--- src/design/tes_pkg.sv ---
// Package for the text encoding sniffer: verdict codes, byte-order-mark
// bytes and the reset value of the window register. No dependencies.
package tes_pkg;

    typedef logic [2:0] t_enc;
    typedef logic [1:0] t_bom;

    localparam int COUNT_BITS_DEFAULT = 16;

    localparam logic [15:0] WINDOW_RESET   = 16'd8192;
    localparam logic [16:0] BYTE_COUNT_MAX = 17'h1FFFF;

    localparam t_enc ENC_UNKNOWN = 3'd0;
    localparam t_enc ENC_ASCII   = 3'd1;
    localparam t_enc ENC_UTF8    = 3'd2;
    localparam t_enc ENC_UTF16LE = 3'd3;
    localparam t_enc ENC_UTF16BE = 3'd4;
    localparam t_enc ENC_LEGACY  = 3'd5;
    localparam t_enc ENC_BINARY  = 3'd6;

    localparam t_bom BOM_NONE  = 2'd0;
    localparam t_bom BOM_UTF16 = 2'd2;
    localparam t_bom BOM_UTF8  = 2'd3;

    localparam logic [7:0] BOM8_B0  = 8'hEF;
    localparam logic [7:0] BOM8_B1  = 8'hBB;
    localparam logic [7:0] BOM8_B2  = 8'hBF;
    localparam logic [7:0] BOM16_FF = 8'hFF;
    localparam logic [7:0] BOM16_FE = 8'hFE;

    localparam logic [20:0] CP_MIN_2   = 21'h000080;
    localparam logic [20:0] CP_MIN_3   = 21'h000800;
    localparam logic [20:0] CP_MIN_4   = 21'h010000;
    localparam logic [20:0] CP_SUR_LO  = 21'h00D800;
    localparam logic [20:0] CP_SUR_HI  = 21'h00DFFF;
    localparam logic [20:0] CP_MAX     = 21'h10FFFF;

    localparam logic [7:0] CTL_LIMIT  = 8'h20;
    localparam int         CTL_RATIO  = 100;

endpackage

--- src/design/text_encoding_sniffer.sv ---
// Text encoding sniffer: per-byte statistics and UTF-8 validation, then a
// registered verdict stage and an output register. Depends on tes_pkg.
// o_out_valid rises once the last byte or empty-file item has been accepted and its
// state has passed the snapshot register, then the output register. Throughput: one
// byte per cycle; input stalls only while a verdict waits behind a stalled output.
// Reset (synchronous, active low): all stream state cleared, window = 8192.
module text_encoding_sniffer #(
    parameter int COUNT_BITS = tes_pkg::COUNT_BITS_DEFAULT
) (
    input  logic              i_clk,
    input  logic              i_rst_n,
    input  logic              i_cfg_we,
    input  logic [15:0]       i_cfg_data,
    input  logic              i_in_valid,
    output logic              o_in_stall,
    input  logic [7:0]        i_data_byte,
    input  logic              i_last_byte,
    input  logic              i_empty_file,
    output logic              o_out_valid,
    input  logic              i_out_stall,
    output tes_pkg::t_enc     o_encoding_code,
    output tes_pkg::t_bom     o_bom_length
);
    import tes_pkg::*;

    localparam int CMP_W = (COUNT_BITS + 7 > 18) ? COUNT_BITS + 7 : 18;

    // stream state
    logic [15:0]           r_window;
    logic [16:0]           r_byte_count, n_byte_count;
    logic [7:0]            r_lead [3];
    logic [7:0]            n_lead [3];
    logic [COUNT_BITS-1:0] r_zeros_even, n_zeros_even;
    logic [COUNT_BITS-1:0] r_zeros_odd, n_zeros_odd;
    logic [COUNT_BITS-1:0] r_ctl_count, n_ctl_count;
    logic                  r_high_seen, n_high_seen;
    logic [1:0]            r_cont_remaining, n_cont_remaining;
    logic [1:0]            r_seq_length, n_seq_length;
    logic [20:0]           r_code_accum, n_code_accum;
    logic                  r_pending_bad, n_pending_bad;
    logic                  r_utf8_invalid, n_utf8_invalid;
    logic                  r_window_cut, n_window_cut;

    // verdict snapshot
    logic                  r_snap_valid;
    logic                  r_snap_empty;
    logic [16:0]           r_snap_bc;
    logic [7:0]            r_snap_lead [3];
    logic [COUNT_BITS-1:0] r_snap_ze, r_snap_zo, r_snap_ctl;
    logic                  r_snap_high, r_snap_invalid, r_snap_open, r_snap_cut;

    // output register
    logic                  r_out_valid;
    t_enc                  r_enc;
    t_bom                  r_bom;

    logic w_out_load, w_snap_adv, w_in_acc, w_done;
    logic w_in_win, w_is_ctl, w_pb;
    logic [1:0] w_cont_dec;
    t_enc w_enc;
    t_bom w_bom;

    assign w_out_load = !r_out_valid || !i_out_stall;
    assign w_snap_adv = r_snap_valid && w_out_load;
    assign o_in_stall = r_snap_valid && !w_snap_adv;
    assign w_in_acc   = i_in_valid && !o_in_stall;
    assign w_done     = w_in_acc && (i_last_byte || i_empty_file);

    assign w_in_win = r_byte_count < {1'b0, r_window};
    assign w_is_ctl = (i_data_byte < CTL_LIMIT) && (i_data_byte != 8'h09)
                   && (i_data_byte != 8'h0A) && (i_data_byte != 8'h0D)
                   && (i_data_byte != 8'h0C);
    assign w_cont_dec = r_cont_remaining - 2'd1;

    // per-byte state update
    always_comb begin
        n_byte_count     = r_byte_count;
        n_lead           = r_lead;
        n_zeros_even     = r_zeros_even;
        n_zeros_odd      = r_zeros_odd;
        n_ctl_count      = r_ctl_count;
        n_high_seen      = r_high_seen;
        n_cont_remaining = r_cont_remaining;
        n_seq_length     = r_seq_length;
        n_code_accum     = r_code_accum;
        n_pending_bad    = r_pending_bad;
        n_utf8_invalid   = r_utf8_invalid;
        n_window_cut     = r_window_cut;
        w_pb             = r_pending_bad;

        if (r_byte_count < 17'd3) begin
            n_lead[r_byte_count[1:0]] = i_data_byte;
        end

        if (w_in_win) begin
            if (i_data_byte == 8'h00) begin
                if (r_byte_count[0]) begin
                    if (!(&r_zeros_odd)) n_zeros_odd = r_zeros_odd + 1'b1;
                end else begin
                    if (!(&r_zeros_even)) n_zeros_even = r_zeros_even + 1'b1;
                end
            end
            if (w_is_ctl && !(&r_ctl_count)) begin
                n_ctl_count = r_ctl_count + 1'b1;
            end
            if (i_data_byte[7]) begin
                n_high_seen = 1'b1;
            end

            if (!r_utf8_invalid) begin
                if (r_cont_remaining == 2'd0) begin
                    if (i_data_byte[7]) begin
                        n_pending_bad = 1'b0;
                        if (i_data_byte[7:5] == 3'b110) begin
                            n_seq_length     = 2'd1;
                            n_cont_remaining = 2'd1;
                            n_code_accum     = {16'd0, i_data_byte[4:0]};
                        end else if (i_data_byte[7:4] == 4'b1110) begin
                            n_seq_length     = 2'd2;
                            n_cont_remaining = 2'd2;
                            n_code_accum     = {17'd0, i_data_byte[3:0]};
                        end else if (i_data_byte[7:3] == 5'b11110) begin
                            n_seq_length     = 2'd3;
                            n_cont_remaining = 2'd3;
                            n_code_accum     = {18'd0, i_data_byte[2:0]};
                        end else begin
                            n_utf8_invalid = 1'b1;
                            n_pending_bad  = r_pending_bad;
                        end
                    end
                end else begin
                    if (i_data_byte[7:6] != 2'b10) w_pb = 1'b1;
                    n_pending_bad    = w_pb;
                    n_code_accum     = {r_code_accum[14:0], i_data_byte[5:0]};
                    n_cont_remaining = w_cont_dec;
                    if (w_cont_dec == 2'd0) begin
                        // sequence complete: reject bad bytes, overlong forms,
                        // surrogates and values beyond the Unicode range
                        if (w_pb
                            || (r_seq_length == 2'd1 && n_code_accum < CP_MIN_2)
                            || (r_seq_length == 2'd2 && n_code_accum < CP_MIN_3)
                            || (r_seq_length == 2'd3 && n_code_accum < CP_MIN_4)
                            || (n_code_accum >= CP_SUR_LO && n_code_accum <= CP_SUR_HI)
                            || (n_code_accum > CP_MAX)) begin
                            n_utf8_invalid = 1'b1;
                        end
                        n_pending_bad = 1'b0;
                    end
                end
            end
        end else begin
            n_window_cut = 1'b1;
        end

        if (r_byte_count != BYTE_COUNT_MAX) begin
            n_byte_count = r_byte_count + 17'd1;
        end
    end

    always_ff @(posedge i_clk) begin
        if (!i_rst_n) begin
            r_window <= WINDOW_RESET;
        end else if (i_cfg_we) begin
            r_window <= i_cfg_data;
        end
    end

    always_ff @(posedge i_clk) begin
        if (!i_rst_n || w_done) begin
            r_byte_count     <= '0;
            r_lead           <= '{default: 8'h00};
            r_zeros_even     <= '0;
            r_zeros_odd      <= '0;
            r_ctl_count      <= '0;
            r_high_seen      <= 1'b0;
            r_cont_remaining <= '0;
            r_seq_length     <= '0;
            r_code_accum     <= '0;
            r_pending_bad    <= 1'b0;
            r_utf8_invalid   <= 1'b0;
            r_window_cut     <= 1'b0;
        end else if (w_in_acc) begin
            r_byte_count     <= n_byte_count;
            r_lead           <= n_lead;
            r_zeros_even     <= n_zeros_even;
            r_zeros_odd      <= n_zeros_odd;
            r_ctl_count      <= n_ctl_count;
            r_high_seen      <= n_high_seen;
            r_cont_remaining <= n_cont_remaining;
            r_seq_length     <= n_seq_length;
            r_code_accum     <= n_code_accum;
            r_pending_bad    <= n_pending_bad;
            r_utf8_invalid   <= n_utf8_invalid;
            r_window_cut     <= n_window_cut;
        end
    end

    // capture the end-of-file state for the verdict stage
    always_ff @(posedge i_clk) begin
        if (!i_rst_n) begin
            r_snap_valid <= 1'b0;
        end else if (w_done) begin
            r_snap_valid <= 1'b1;
        end else if (w_snap_adv) begin
            r_snap_valid <= 1'b0;
        end
    end

    always_ff @(posedge i_clk) begin
        if (w_done) begin
            r_snap_empty   <= i_empty_file;
            r_snap_bc      <= n_byte_count;
            r_snap_lead    <= n_lead;
            r_snap_ze      <= n_zeros_even;
            r_snap_zo      <= n_zeros_odd;
            r_snap_ctl     <= n_ctl_count;
            r_snap_high    <= n_high_seen;
            r_snap_invalid <= n_utf8_invalid;
            r_snap_open    <= (n_cont_remaining != 2'd0);
            r_snap_cut     <= n_window_cut;
        end
    end

    // verdict
    logic [16:0]       w_look;
    logic [CMP_W-1:0]  w_zeros, w_zo, w_ze, w_ctl100, w_look2;

    assign w_look   = (r_snap_bc < {1'b0, r_window}) ? r_snap_bc : {1'b0, r_window};
    assign w_ze     = CMP_W'(r_snap_ze);
    assign w_zo     = CMP_W'(r_snap_zo);
    assign w_zeros  = w_ze + w_zo;
    assign w_ctl100 = CMP_W'(r_snap_ctl) * CMP_W'(CTL_RATIO);
    assign w_look2  = CMP_W'({w_look, 1'b0});

    always_comb begin
        w_enc = ENC_UTF8;
        w_bom = BOM_NONE;
        if (r_snap_empty) begin
            w_enc = ENC_UNKNOWN;
        end else if (r_snap_bc >= 17'd3 && r_snap_lead[0] == BOM8_B0
                     && r_snap_lead[1] == BOM8_B1 && r_snap_lead[2] == BOM8_B2) begin
            w_enc = ENC_UTF8;
            w_bom = BOM_UTF8;
        end else if (r_snap_bc >= 17'd2 && r_snap_lead[0] == BOM16_FF
                     && r_snap_lead[1] == BOM16_FE) begin
            w_enc = ENC_UTF16LE;
            w_bom = BOM_UTF16;
        end else if (r_snap_bc >= 17'd2 && r_snap_lead[0] == BOM16_FE
                     && r_snap_lead[1] == BOM16_FF) begin
            w_enc = ENC_UTF16BE;
            w_bom = BOM_UTF16;
        end else if (w_zeros > CMP_W'(w_look[16:3])) begin
            if (w_zo > (w_ze << 3))      w_enc = ENC_UTF16LE;
            else if (w_ze > (w_zo << 3)) w_enc = ENC_UTF16BE;
            else                         w_enc = ENC_BINARY;
        end else if (w_zeros != '0) begin
            w_enc = ENC_BINARY;
        end else if (w_ctl100 > w_look2) begin
            w_enc = ENC_BINARY;
        end else if (!r_snap_high) begin
            w_enc = ENC_ASCII;
        end else if (r_snap_invalid) begin
            w_enc = ENC_LEGACY;
        end else if (r_snap_open) begin
            // a sequence left open counts as valid only if the window cut it
            w_enc = r_snap_cut ? ENC_UTF8 : ENC_LEGACY;
        end
    end

    always_ff @(posedge i_clk) begin
        if (!i_rst_n) begin
            r_out_valid <= 1'b0;
        end else if (w_out_load) begin
            r_out_valid <= r_snap_valid;
        end
    end

    always_ff @(posedge i_clk) begin
        if (w_snap_adv) begin
            r_enc <= w_enc;
            r_bom <= w_bom;
        end
    end

    assign o_out_valid     = r_out_valid;
    assign o_encoding_code = r_enc;
    assign o_bom_length    = r_bom;

`ifndef NO_ASSERTIONS
    a_empty_unknown: assert property (@(posedge i_clk) disable iff (!i_rst_n)
        (w_snap_adv && r_snap_empty) |=>
            (o_out_valid && o_encoding_code == ENC_UNKNOWN && o_bom_length == BOM_NONE))
        else $error("empty-file item did not give an unknown verdict");

    a_bom_pairing: assert property (@(posedge i_clk) disable iff (!i_rst_n)
        (o_out_valid && o_bom_length != BOM_NONE) |->
            ((o_encoding_code == ENC_UTF8 && o_bom_length == BOM_UTF8)
             || (o_encoding_code == ENC_UTF16LE && o_bom_length == BOM_UTF16)
             || (o_encoding_code == ENC_UTF16BE && o_bom_length == BOM_UTF16)))
        else $error("BOM length does not match the encoding");

    a_clear_after_done: assert property (@(posedge i_clk) disable iff (!i_rst_n)
        w_done |=> (r_byte_count == '0 && r_cont_remaining == '0 && !r_utf8_invalid
                    && !r_window_cut && r_snap_valid))
        else $error("stream state not cleared after a verdict transfer");

    a_cont_within_seq: assert property (@(posedge i_clk) disable iff (!i_rst_n)
        (r_cont_remaining != 2'd0) |-> (r_cont_remaining <= r_seq_length))
        else $error("continuation count exceeds sequence length");
`endif

endmodule
--- config.mk ---
export PLATFORM = sky130hd
export DESIGN_NAME = text_encoding_sniffer
export DESIGN_NICKNAME = d
export VERILOG_FILES = /design/src/design/tes_pkg.sv /design/src/design/text_encoding_sniffer.sv
export SDC_FILE = /design/constraint.sdc
export NUM_CORES = 1
export LEC_CHECK = 0
export ABC_AREA = 0
export ABC_CLOCK_PERIOD_IN_PS = 5180
export BUFFER_PORTS_ARGS = -buffer_cell sky130_fd_sc_hd__buf_2
export CAP_MARGIN = 10
export CORE_ASPECT_RATIO = 1.1
export CORE_MARGIN = 2
export CORE_UTILIZATION = 54
export DETAILED_ROUTE_END_ITERATION = 12
export PLACE_DENSITY = 0.82
export SYNTH_ARGS = -nofsm -noshare
export SYNTH_HDL_FRONTEND = slang
export SYNTH_SLANG_ARGS = --single-unit
--- constraint.sdc ---
create_clock -name i_clk -period 5.18 [get_ports i_clk]
set_input_delay 0.259 -clock i_clk [delete_from_list [all_inputs] [get_ports i_clk]]
set_output_delay 0.259 -clock i_clk [all_outputs]
set_load 0.01 [all_outputs]
==> impl_metrics.yaml, run 1 <==
cts:
  htree_levels: 1
  path_clk_slew_ns: 0.06
  cts-root-buf: "clkbuf_16"
  cts_setup_buffers: 0
  clock_latency_ns: 0.56
  cts_tree: "built"
  clockBufferDepth: 3
  numCtsBuffers: 25
  clock_sinks: 229
floorplan:
  start_util_pct: 54.80
  rows: 64
  core_area_um2: 27710
  fp.dieW_um: 163.9
  ios: 38
  die-area_um2: 29480
  fp.dieH_um: 179.9
synth:
  netlist-cell-type-count: 70
  synth_area_leaders: "edfxtp_1 20%, dfxtp_1 17%, ha_1 13%"
  yosysWarnings: 0
  synth-seq-cells: 229
  synth_edf_count: 99
  syn_inst: 1651
  synthArstFlopShare_pct: 0
  ys.flop_type: "dfxtp_1"
  synth_largest_area_cell: "edfxtp_1"
  seq_area_frac_synth_pct: 36.72
  syn_area_um2: 15180
  yosys.cell_count.top_type: "ha_1"
  yosys-top-cells-count: "161 x ha_1, 137 x nor2_1, 130 x dfxtp_1, 114 x inv_1, 109 x nand2_1"
  synth_top_cell_area_share_pct: 19.58
  postSynthAreaPerCell_um2: 9.196
global_routing:
  antenna_found_initial: 0
  grt_usage_pct: 25.62
  grt-ovfl-total: 0
  grt_pass1_vias: 12470
  grt_pass1_wl_mm: 61.75
  grt_max_degree: 76
setup_path:
  critPathMaxStageDelay_ns: 0.54
  path_cells: "ha_1, a211oi_1, o31ai_1, a31oi_1, o41ai_4, buf_4, mux2i_1, ha_1, nand4_1, or4_1, o21ai_0, a21oi_1, nor4_2, nand4_1, a211oi_1, o2111a_1"
  end_kind: "register"
  slowest_stage: "or4_1"
  critPathLaunchType: "register"
  arrival_ns: 5.45
  cp.required_ns: 5.61
  critPathTopFamily: "compound AO/OA/AOI/OAI gates"
  crit_type: "register to register"
  cp_num_buf_inv: 1
  worst-path-max-fanout: 16
sta:
  slew_violations: 0
  hold_viol: 0
  slew_headroom_pct: 32.80
  min_period_over_period_pct: 96.96
  setup_viol: 0
  fin_setup_tns_ns: 0
  fin_crit_ns: 5.022
  hold_slack_ns: 0.02566
  fin_ws_ns: 0.1577
  fmax_mhz: 199.1
  worst_pin_slew_ns: 1.008
  rsz0062_at_grt: "false"
  finClkSkew_ns: 0.02728
place:
  io_buffers: 37
  dp_slack_ns: 0.2657
  dp_cells: 1993
  dp_hpwl_mm: 27.30
  gp_congestion: 0.9643
  placed_area_um2: 15670
detailed_routing:
  drt_iter0_drc: 1043
  drtPass1Iterations: 6
  drt-total-wl_mm: 38.17
  drc: 0
  ant_nets: 0
  via_per_inst: 6.218
  num_vias: 12770
  post_drt_wl_per_cell_um: 18.58
cells_and_area:
  instances_no_fill: 2054
  areaGrowthSynthToFinish_pct: 9.683
  post-route-util_pct: 60.11
  antenna_cells: 0
  drive_gt1_share_pct: 9.284
  final_area_um2: 16650
  nets: 1876
power:
  leakage_nw: 6.996
  powerDensity_nw_per_um2: 268.4
  peakVddDrop_uv: 310.8
  total_power_mw: 4.469
flow_run:
  max_cap_violations: 0
worst_hold_path:
  hp-class: "input pin to register"
run_status:
  run_status: "finished clean"
-- timing repair --
item                                   4_1_cts  5_1_grt
setup endpoints to repair                    0        2
gates resized for setup                      0        4
hold buffers                                15        0
endpoints found under the hold margin       15        0
-- where the power goes --
group          total, mW  switching (mW)  internal (mW)
combinational      0.683           0.414          0.269
clock               1.79           0.750           1.04
sequential          2.00          0.0483           1.95
total               4.47            1.21           3.26
-- kinds of logic (layout without fill, tap and decap cells) --
family	Yosys count	in the layout	synth area share, %
xor gates and xnor gates	90	90	5.192
and+or+nand+nor	571	571	19.10
buffers and inverters	189	228	4.821
muxes	71	71	4.944
adders and majority gates	173	173	14.85
other	1	2	0.02470
AOI/OAI and AO/OA	327	327	14.35
DFF	229	229	36.72
-- routing by layer --
metal  track usage (%)  part of all wire, %
met2             43.50                   48
met3             3.530                  7.3
met1             32.95                   41
met4             9.754                  3.5
met5                 0                    0
-- worst reg2reg max path, stage by stage, from the launching register on --
cell and delay [ns]:
edfxtp_1 0.47, ha_1 0.33, a211oi_1 0.06, o31ai_1 0.36, a31oi_1 0.21, o41ai_4 0.23, buf_4 0.34, mux2i_1 0.47
ha_1 0.23, nand4_1 0.12, or4_1 0.54, o21ai_0 0.10, a21oi_1 0.10, nor4_2 0.46, nand4_1 0.23, a211oi_1 0.39
o2111a_1 0.25
-- layout by cell type (no fill, tap or decap), types with 7 or more instances in the layout --
| cell type | synthesis | routed |
|---|---|---|
| a2111oi_0 | 7 | 7 |
| a211oi_1 | 18 | 18 |
| a21o_1 | 26 | 26 |
| a21oi_1 | 90 | 90 |
| a31o_2 | 8 | 8 |
| a31oi_1 | 15 | 15 |
| and2_1 | 15 | 14 |
| and3_1 | 17 | 17 |
| and4_1 | 10 | 10 |
| buf_2 | 3 | 37 |
| buf_4 | 1 | 16 |
| clkbuf_16 | 0 | 25 |
| clkinv_2 | 0 | 7 |
| dfxtp_1 | 130 | 130 |
| dlygate4sd3_1 | 0 | 15 |
| edfxtp_1 | 99 | 99 |
| fa_1 | 12 | 12 |
| ha_1 | 161 | 161 |
| inv_1 | 114 | 113 |
| mux2_2 | 32 | 32 |
| mux2i_1 | 39 | 37 |
| nand2_1 | 109 | 108 |
| nand2b_1 | 14 | 14 |
| nand3_1 | 49 | 49 |
| nand4_1 | 43 | 43 |
| nor2_1 | 137 | 137 |
| nor2b_1 | 27 | 27 |
| nor3_1 | 68 | 67 |
| nor4_1 | 21 | 21 |
| o211ai_1 | 16 | 16 |
| o21a_1 | 8 | 8 |
| o21ai_0 | 64 | 64 |
| o31ai_1 | 14 | 14 |
| or2_2 | 8 | 8 |
| or3_1 | 18 | 18 |
| or4_1 | 21 | 21 |
| xnor2_1 | 44 | 44 |
| xor2_1 | 46 | 46 |
-- final timing paths --
kind / startpoint / endpoint / slack, ns / cells after the start
max: r_snap_bc[1] / o_encoding_code[0] / 0.16 / 16
max reg2reg: r_snap_bc[1] / o_encoding_code[0] / 0.16 / 16
min: i_cfg_data[6] / r_window[6] / 0.03 / 3
min reg2reg: r_zeros_odd[6] / r_zeros_odd[6] / 0.47 / 2
-- registers in the layout, indices dropped and copies added (netlist names), 2 cells and up --
name and cells:
r_cont_remaining 2, r_lead 24, r_zeros_odd 16, o_encoding_code 3, r_zeros_even 16, r_snap_zo 16, r_snap_ze 16, r_ctl_count 16
r_byte_count 17, r_snap_ctl 16, r_window 16, r_seq_length 2, r_snap_lead 24, r_snap_bc 17, r_code_accum 15, o_bom_length 2
-- layout make-up --
| type | count | area (um2) |
|---|---|---|
| sequential | 229 | 5575 |
| multi-input combinational | 1234 | 8924 |
| tap | 363 | 454.2 |
| inverter | 114 | 429.2 |
| timing repair buffer | 68 | 455.4 |
| clock buffer | 34 | 689.4 |
| clock inverter | 12 | 126.4 |
| fill | 2339 | 11050 |
No activity file was read; power rests on OpenSTA's default activity.
==> run 2, diff against run 1 <==
Settings changed: PLACE_DENSITY 0.82 to 0.74.
==> run 2 against run 1 <==
Power rose by 0.53%. Maximum frequency up 1.1%. Combinational power is essentially flat. Critical path depth grew 6. Critical path type unchanged. Sequential power about the same. Critical endpoint unchanged. Clock skew decreased by 0.012 ns. First-iteration DRC count grew 5.1%.
==> impl_metrics.yaml, run 2 (synthesis results as in run 1) <==
cts:
  cts_tree: "built"
  path_clk_slew_ns: 0.06
  numCtsBuffers: 25
  htree_levels: 1
  clock_sinks: 229
  clockBufferDepth: 3
  clock_latency_ns: 0.54
  cts-root-buf: "clkbuf_16"
sta:
  finClkSkew_ns: 0.01514
  fmax_mhz: 201.3
  fin_setup_tns_ns: 0
  fin_crit_ns: 4.968
  setup_viol: 0
  min_period_over_period_pct: 95.91
  worst_pin_slew_ns: 1.194
  slew_violations: 0
  slew_headroom_pct: 19.57
  hold_viol: 0
  fin_ws_ns: 0.2118
power:
  p_sw_mw: 1.186
  switching_share_pct: 26.40
  clkPwrFrac_pct: 40.4
  combPwrFrac_pct: 15.2
  total_power_mw: 4.493
  intPower_mw: 3.307
  leakage_nw: 7.015
  peakVddDrop_uv: 304.3
  p_seq_share_pct: 44.5
  powerDensity_nw_per_um2: 269.1
setup_path:
  cp.required_ns: 5.48
  critPathLaunchType: "register"
  crit_top_cell: "ha_1"
  critPathTopFamily: "adder cells"
  critPathMaxStageDelay_ns: 0.50
  arrival_ns: 5.27
  cp_num_buf_inv: 2
  path_cells: "ha_1, ha_1, inv_1, fa_1, inv_1, ha_1, a21oi_1, o211ai_1, nand2b_1, a21boi_0, nor2_1, o21bai_1, a21oi_1, xnor2_1, ha_1, nand3_1, nor3_2, nand2_1, o211a_1, a41oi_2, a211oi_1, o2111a_1"
  end_kind: "register"
  worst-path-max-fanout: 4
  slowest_stage: "fa_1"
  crit_type: "register to register"
place:
  dp_slack_ns: 0.2398
  io_buffers: 37
  dp_cells: 1992
  dp_hpwl_mm: 27.00
  gp_congestion: 0.9024
detailed_routing:
  post_drt_wl_per_cell_um: 18.04
  ant_nets: 0
  drt-total-wl_mm: 37.10
  drt_iter0_drc: 1096
  via_per_inst: 6.089
  drtPass1Iterations: 7
  drc: 0
  num_vias: 12520
run_status:
  run_status: "finished clean"
cells_and_area:
  post-route-util_pct: 60.26
  nets: 1878
  layout_common_cells: "161 x ha_1, 137 x nor2_1, 130 x dfxtp_1"
  instances_no_fill: 2056
  top_regs: "r_lead: 24 flops, r_snap_lead: 24 flops"
  final_common_cell: "ha_1"
  drive_gt1_share_pct: 9.096
  fill_cells: 2387
  antenna_cells: 0
  areaGrowthSynthToFinish_pct: 9.971
worst_hold_path:
  hp-class: "input pin to register"
floorplan:
  die-area_um2: 29480
  rows: 64
  start_util_pct: 54.80
  fp.dieH_um: 179.9
  fp.dieW_um: 163.9
  core_area_um2: 27710
  ios: 38
global_routing:
  grt_pass1_wl_mm: 60.53
  grt_usage_pct: 25.03
  antenna_found_initial: 0
  grt-ovfl-total: 0
  grt_pass1_vias: 12230
  grt_max_degree: 81
flow_run:
  max_cap_violations: 0
-- run 2: cell count changes in the layout (fill, tap and decap cells not counted), sizes merged --
cell         before  now
clkinvlp          0    1
dlygate4sd3      15   18
bufinv            2    3
buf              53   52
clkinv           10    9
clkbuf           34   33
-- run 2: worst paths after layout --
check	from	endpoint	slack, ns	cells past startpoint
setup reg to reg	r_snap_ctl[4]	o_encoding_code[0]	0.21	22
hold / removal	i_data_byte[2]	r_code_accum[2]	0.04	3
setup / recovery	r_snap_ctl[4]	o_encoding_code[0]	0.21	22
hold reg to reg	r_window_cut	r_window_cut	0.46	2
-- run 2: worst register-to-register path: stages, from the launching register on --
cell and delay [ns]:
edfxtp_1 0.42, ha_1 0.32, ha_1 0.28, inv_1 0.05
fa_1 0.50, inv_1 0.05, ha_1 0.34, a21oi_1 0.25
o211ai_1 0.16, nand2b_1 0.14, a21boi_0 0.09, nor2_1 0.19
o21bai_1 0.09, a21oi_1 0.24, xnor2_1 0.12, ha_1 0.31
nand3_1 0.11, nor3_2 0.18, nand2_1 0.09, o211a_1 0.15
a41oi_2 0.27, a211oi_1 0.13, o2111a_1 0.26
-- run 2: per-layer routing --
layer | GRT usage, % | vias to the layer above | share of wire [%]
met4 | 9.614 | 0 | 3.7
li1 | - | 6073 | -
met3 | 2.884 | 91 | 4.8
met2 | 42.15 | 330 | 48
met5 | 0 | - | 0
met1 | 32.83 | 6024 | 43
-- run 2: repair_timing --
action | CTS | global route
endpoints found under the setup margin | 0 | 3
hold buffers | 18 | 0
hold endpoints to repair | 18 | 0
gates resized for setup | 0 | 3
buffers inserted | 0 | 0
-- run 2: area by class of cell --
class | instances | area [um2] | area share (%)
Multi-Input combinational cell | 1234 | 8920 | 53.42
Tap cell | 363 | 454.2 | 2.720
Sequential cell | 229 | 5575 | 33.39
Clock inverter | 13 | 153.9 | 0.9217
Clock buffer | 33 | 686.9 | 4.114
Inverter | 114 | 429.2 | 2.570
Timing Repair Buffer | 70 | 478.0 | 2.862
-- run 2: per-stage QoR --
step                hold slack, ns  area (um2)
global placement            0.4389       15660
CTS                        0.01886       16680
finish                     0.04386       16700
detailed placement          0.4469       15660
global route               0.06438       16700
floorplan                   0.3579       15190
-- run 2: power by group through the flow --
| stage | Sequential [mW] | Combinational [mW] | Clock [mW] |
|---|---|---|---|
| 2_1_floorplan | 2.02 | 0.479 | 0 |
| 3_3_place_gp | 2.03 | 0.633 | 0 |
| 3_5_place_dp | 2.04 | 0.656 | 0 |
| 4_1_cts | 2.00 | 0.673 | 1.85 |
| 5_1_grt | 2.00 | 0.757 | 1.91 |
| 6_report | 2.00 | 0.682 | 1.81 |
==> run 3, diff against run 2 <==
Settings changed: CORE_ASPECT_RATIO 1.1 to 1.2.
==> run 3 against run 2 <==
Utilization grew 0.28 points. Via count grew 0.93%. First-iteration DRC count shrank 7.4%. Power grew 4.5%. Sequential power is essentially flat. Critical endpoint unchanged. Global-route usage is essentially flat. Cell count grew 0.92%. Register-to-register slack gained 0.14 ns. Hold slack lost 0.039 ns.
==> impl_metrics.yaml, run 3 (synthesis results as in run 1) <==
detailed_routing:
  drt-total-wl_mm: 37.22
  num_vias: 12630
  via_per_inst: 6.089
  drt_iter0_drc: 1015
  ant_nets: 0
  drtPass1Iterations: 6
  drc: 0
  post_drt_wl_per_cell_um: 17.94
power:
  switching_share_pct: 25.58
  leakage_nw: 7.086
  combPwrFrac_pct: 14.4
  clkPwrFrac_pct: 43.0
  p_sw_mw: 1.201
  peakVddDrop_uv: 292.9
  powerDensity_nw_per_um2: 278.6
  intPower_mw: 3.493
  p_seq_share_pct: 42.6
  total_power_mw: 4.694
setup_path:
  rr_endpoint: "o_encoding_code[0]"
  crit_type: "register to register"
  reg2regPathDepth: 21
  cp.required_ns: 5.48
  cp-startpoint: "r_snap_ctl[6]"
  critPathMaxStageDelay_ns: 0.49
  rrSetupSlack_ns: 0.36
  crit_top_cell: "ha_1"
  crit_path_end: "o_encoding_code[0]"
  end_kind: "register"
  slowest_stage: "fa_1"
  worst-path-max-fanout: 4
  r2r_start: "r_snap_ctl[6]"
  path_cells: "ha_1, ha_1, inv_1, fa_1, inv_1, ha_1, o21ai_0, nand2b_1, a21boi_0, nor2_1, o21bai_1, a21oi_1, xnor2_1, ha_1, nand3_1, nor3_1, nand2_1, o211a_1, a41oi_1, a211oi_1, o2111a_1"
  critPathLaunchType: "register"
  arrival_ns: 5.12
cells_and_area:
  fill_cells: 2369
  nets: 1881
  multi_input_area_um2: 8907
  top_regs: "r_lead: 24 flops, r_snap_lead: 24 flops"
  layout_common_cells: "161 x ha_1, 137 x nor2_1, 130 x dfxtp_1"
  areaGrowthSynthToFinish_pct: 10.99
  regArea_um2: 5575
  antenna_cells: 0
  instances_no_fill: 2075
  drive_gt1_share_pct: 9.434
  final_common_cell: "ha_1"
floorplan:
  core_area_um2: 27830
  fp.dieW_um: 157.1
  fp.dieH_um: 187.7
  rows: 67
  ios: 38
  start_util_pct: 54.55
  die-area_um2: 29480
cts:
  numCtsBuffers: 25
  htree_levels: 1
  path_clk_slew_ns: 0.06
  cts_setup_buffers: 0
  clock_latency_ns: 0.54
  cts_tree: "built"
  clockBufferDepth: 3
  cts-root-buf: "clkbuf_16"
  clock_sinks: 229
sta:
  hold_slack_ns: 0.005129
  fin_ws_ns: 0.3556
  min_period_over_period_pct: 93.13
  rsz0062_at_grt: "false"
  fmax_mhz: 207.3
  fin_crit_ns: 4.824
  worst_pin_slew_ns: 1.069
  slew_headroom_pct: 27.96
  slew_violations: 0
  setup_viol: 0
  finClkSkew_ns: 0.02002
  hold_viol: 0
  fin_setup_tns_ns: 0
global_routing:
  grt-ovfl-total: 0
  grt_pass1_vias: 12180
  grt_pass1_wl_mm: 60.34
  grt_max_degree: 61
  antenna_found_initial: 0
  grt_usage_pct: 25.03
place:
  gp_congestion: 0.9429
  dp_slack_ns: 0.3492
  io_buffers: 37
  dp_cells: 2011
  dp_hpwl_mm: 27.15
run_status:
  run_status: "finished clean"
worst_hold_path:
  hp-class: "input pin to register"
flow_run:
  max_cap_violations: 0
## run 3: worst max-delay path, delay by kind of cell, from the launching register on
kind	cells	cell delay, ns
buffers and inverters	2	0.09
AO/OA/AOI/OAI	8	1.44
AND/OR/NAND/NOR	5	0.76
flip-flops	1	0.46
XOR/XNOR	1	0.09
adder cells (fa/ha/maj)	5	1.76
## run 3: metal layers
metal	GRT usage, %	wire [um]	up-vias	part of all wire, %
li1	-	-	6076	-
met4	8.462	1208	0	3.2
met1	32.27	15680	6004	42
met3	2.450	2035	99	5.5
met5	0	0	-	0
met2	43.72	18300	455	49
## run 3: final cells by class
type | count | share of cell area (%)
tap | 379 | 2.814
clock buffer | 33 | 4.247
multi-input combinational | 1234 | 52.86
inverter | 114 | 2.547
clock inverter | 13 | 1.374
timing repair buffer | 73 | 3.074
sequential | 229 | 33.09
## run 3: power groups by stage
stage / combinational (mW) / clock [mW] / sequential [mW]
2_1_floorplan: 0.479 / 0 / 2.02
5_1_grt: 0.759 / 2.13 / 2.00
4_1_cts: 0.667 / 2.05 / 2.00
3_3_place_gp: 0.635 / 0 / 2.03
6_report: 0.677 / 2.02 / 2.00
3_5_place_dp: 0.652 / 0 / 2.04
## run 3: timing repair
item | CTS | global route
resized for setup | 0 | 1
hold endpoints to repair | 17 | 0
hold buffers | 17 | 0
setup endpoints to repair | 0 | 2
## run 3: through the flow
stage	util [%]	area [um2]
after floorplan	-	15190
after global placement	56.42	15700
after detailed placement	56.42	15700
after CTS	60.43	16820
after global routing	60.55	16850
final	60.55	16850
## run 3: worst min-delay path by stage
stage,from,endpoint,depth (start not counted)
floorplan,i_empty_file,r_snap_empty,0
global placement,r_window_cut,r_window_cut,2
detailed placement,r_window_cut,r_window_cut,2
CTS,i_cfg_data[5],r_window[5],3
global route,i_cfg_data[5],r_window[5],3
finish,i_cfg_data[5],r_window[5],3
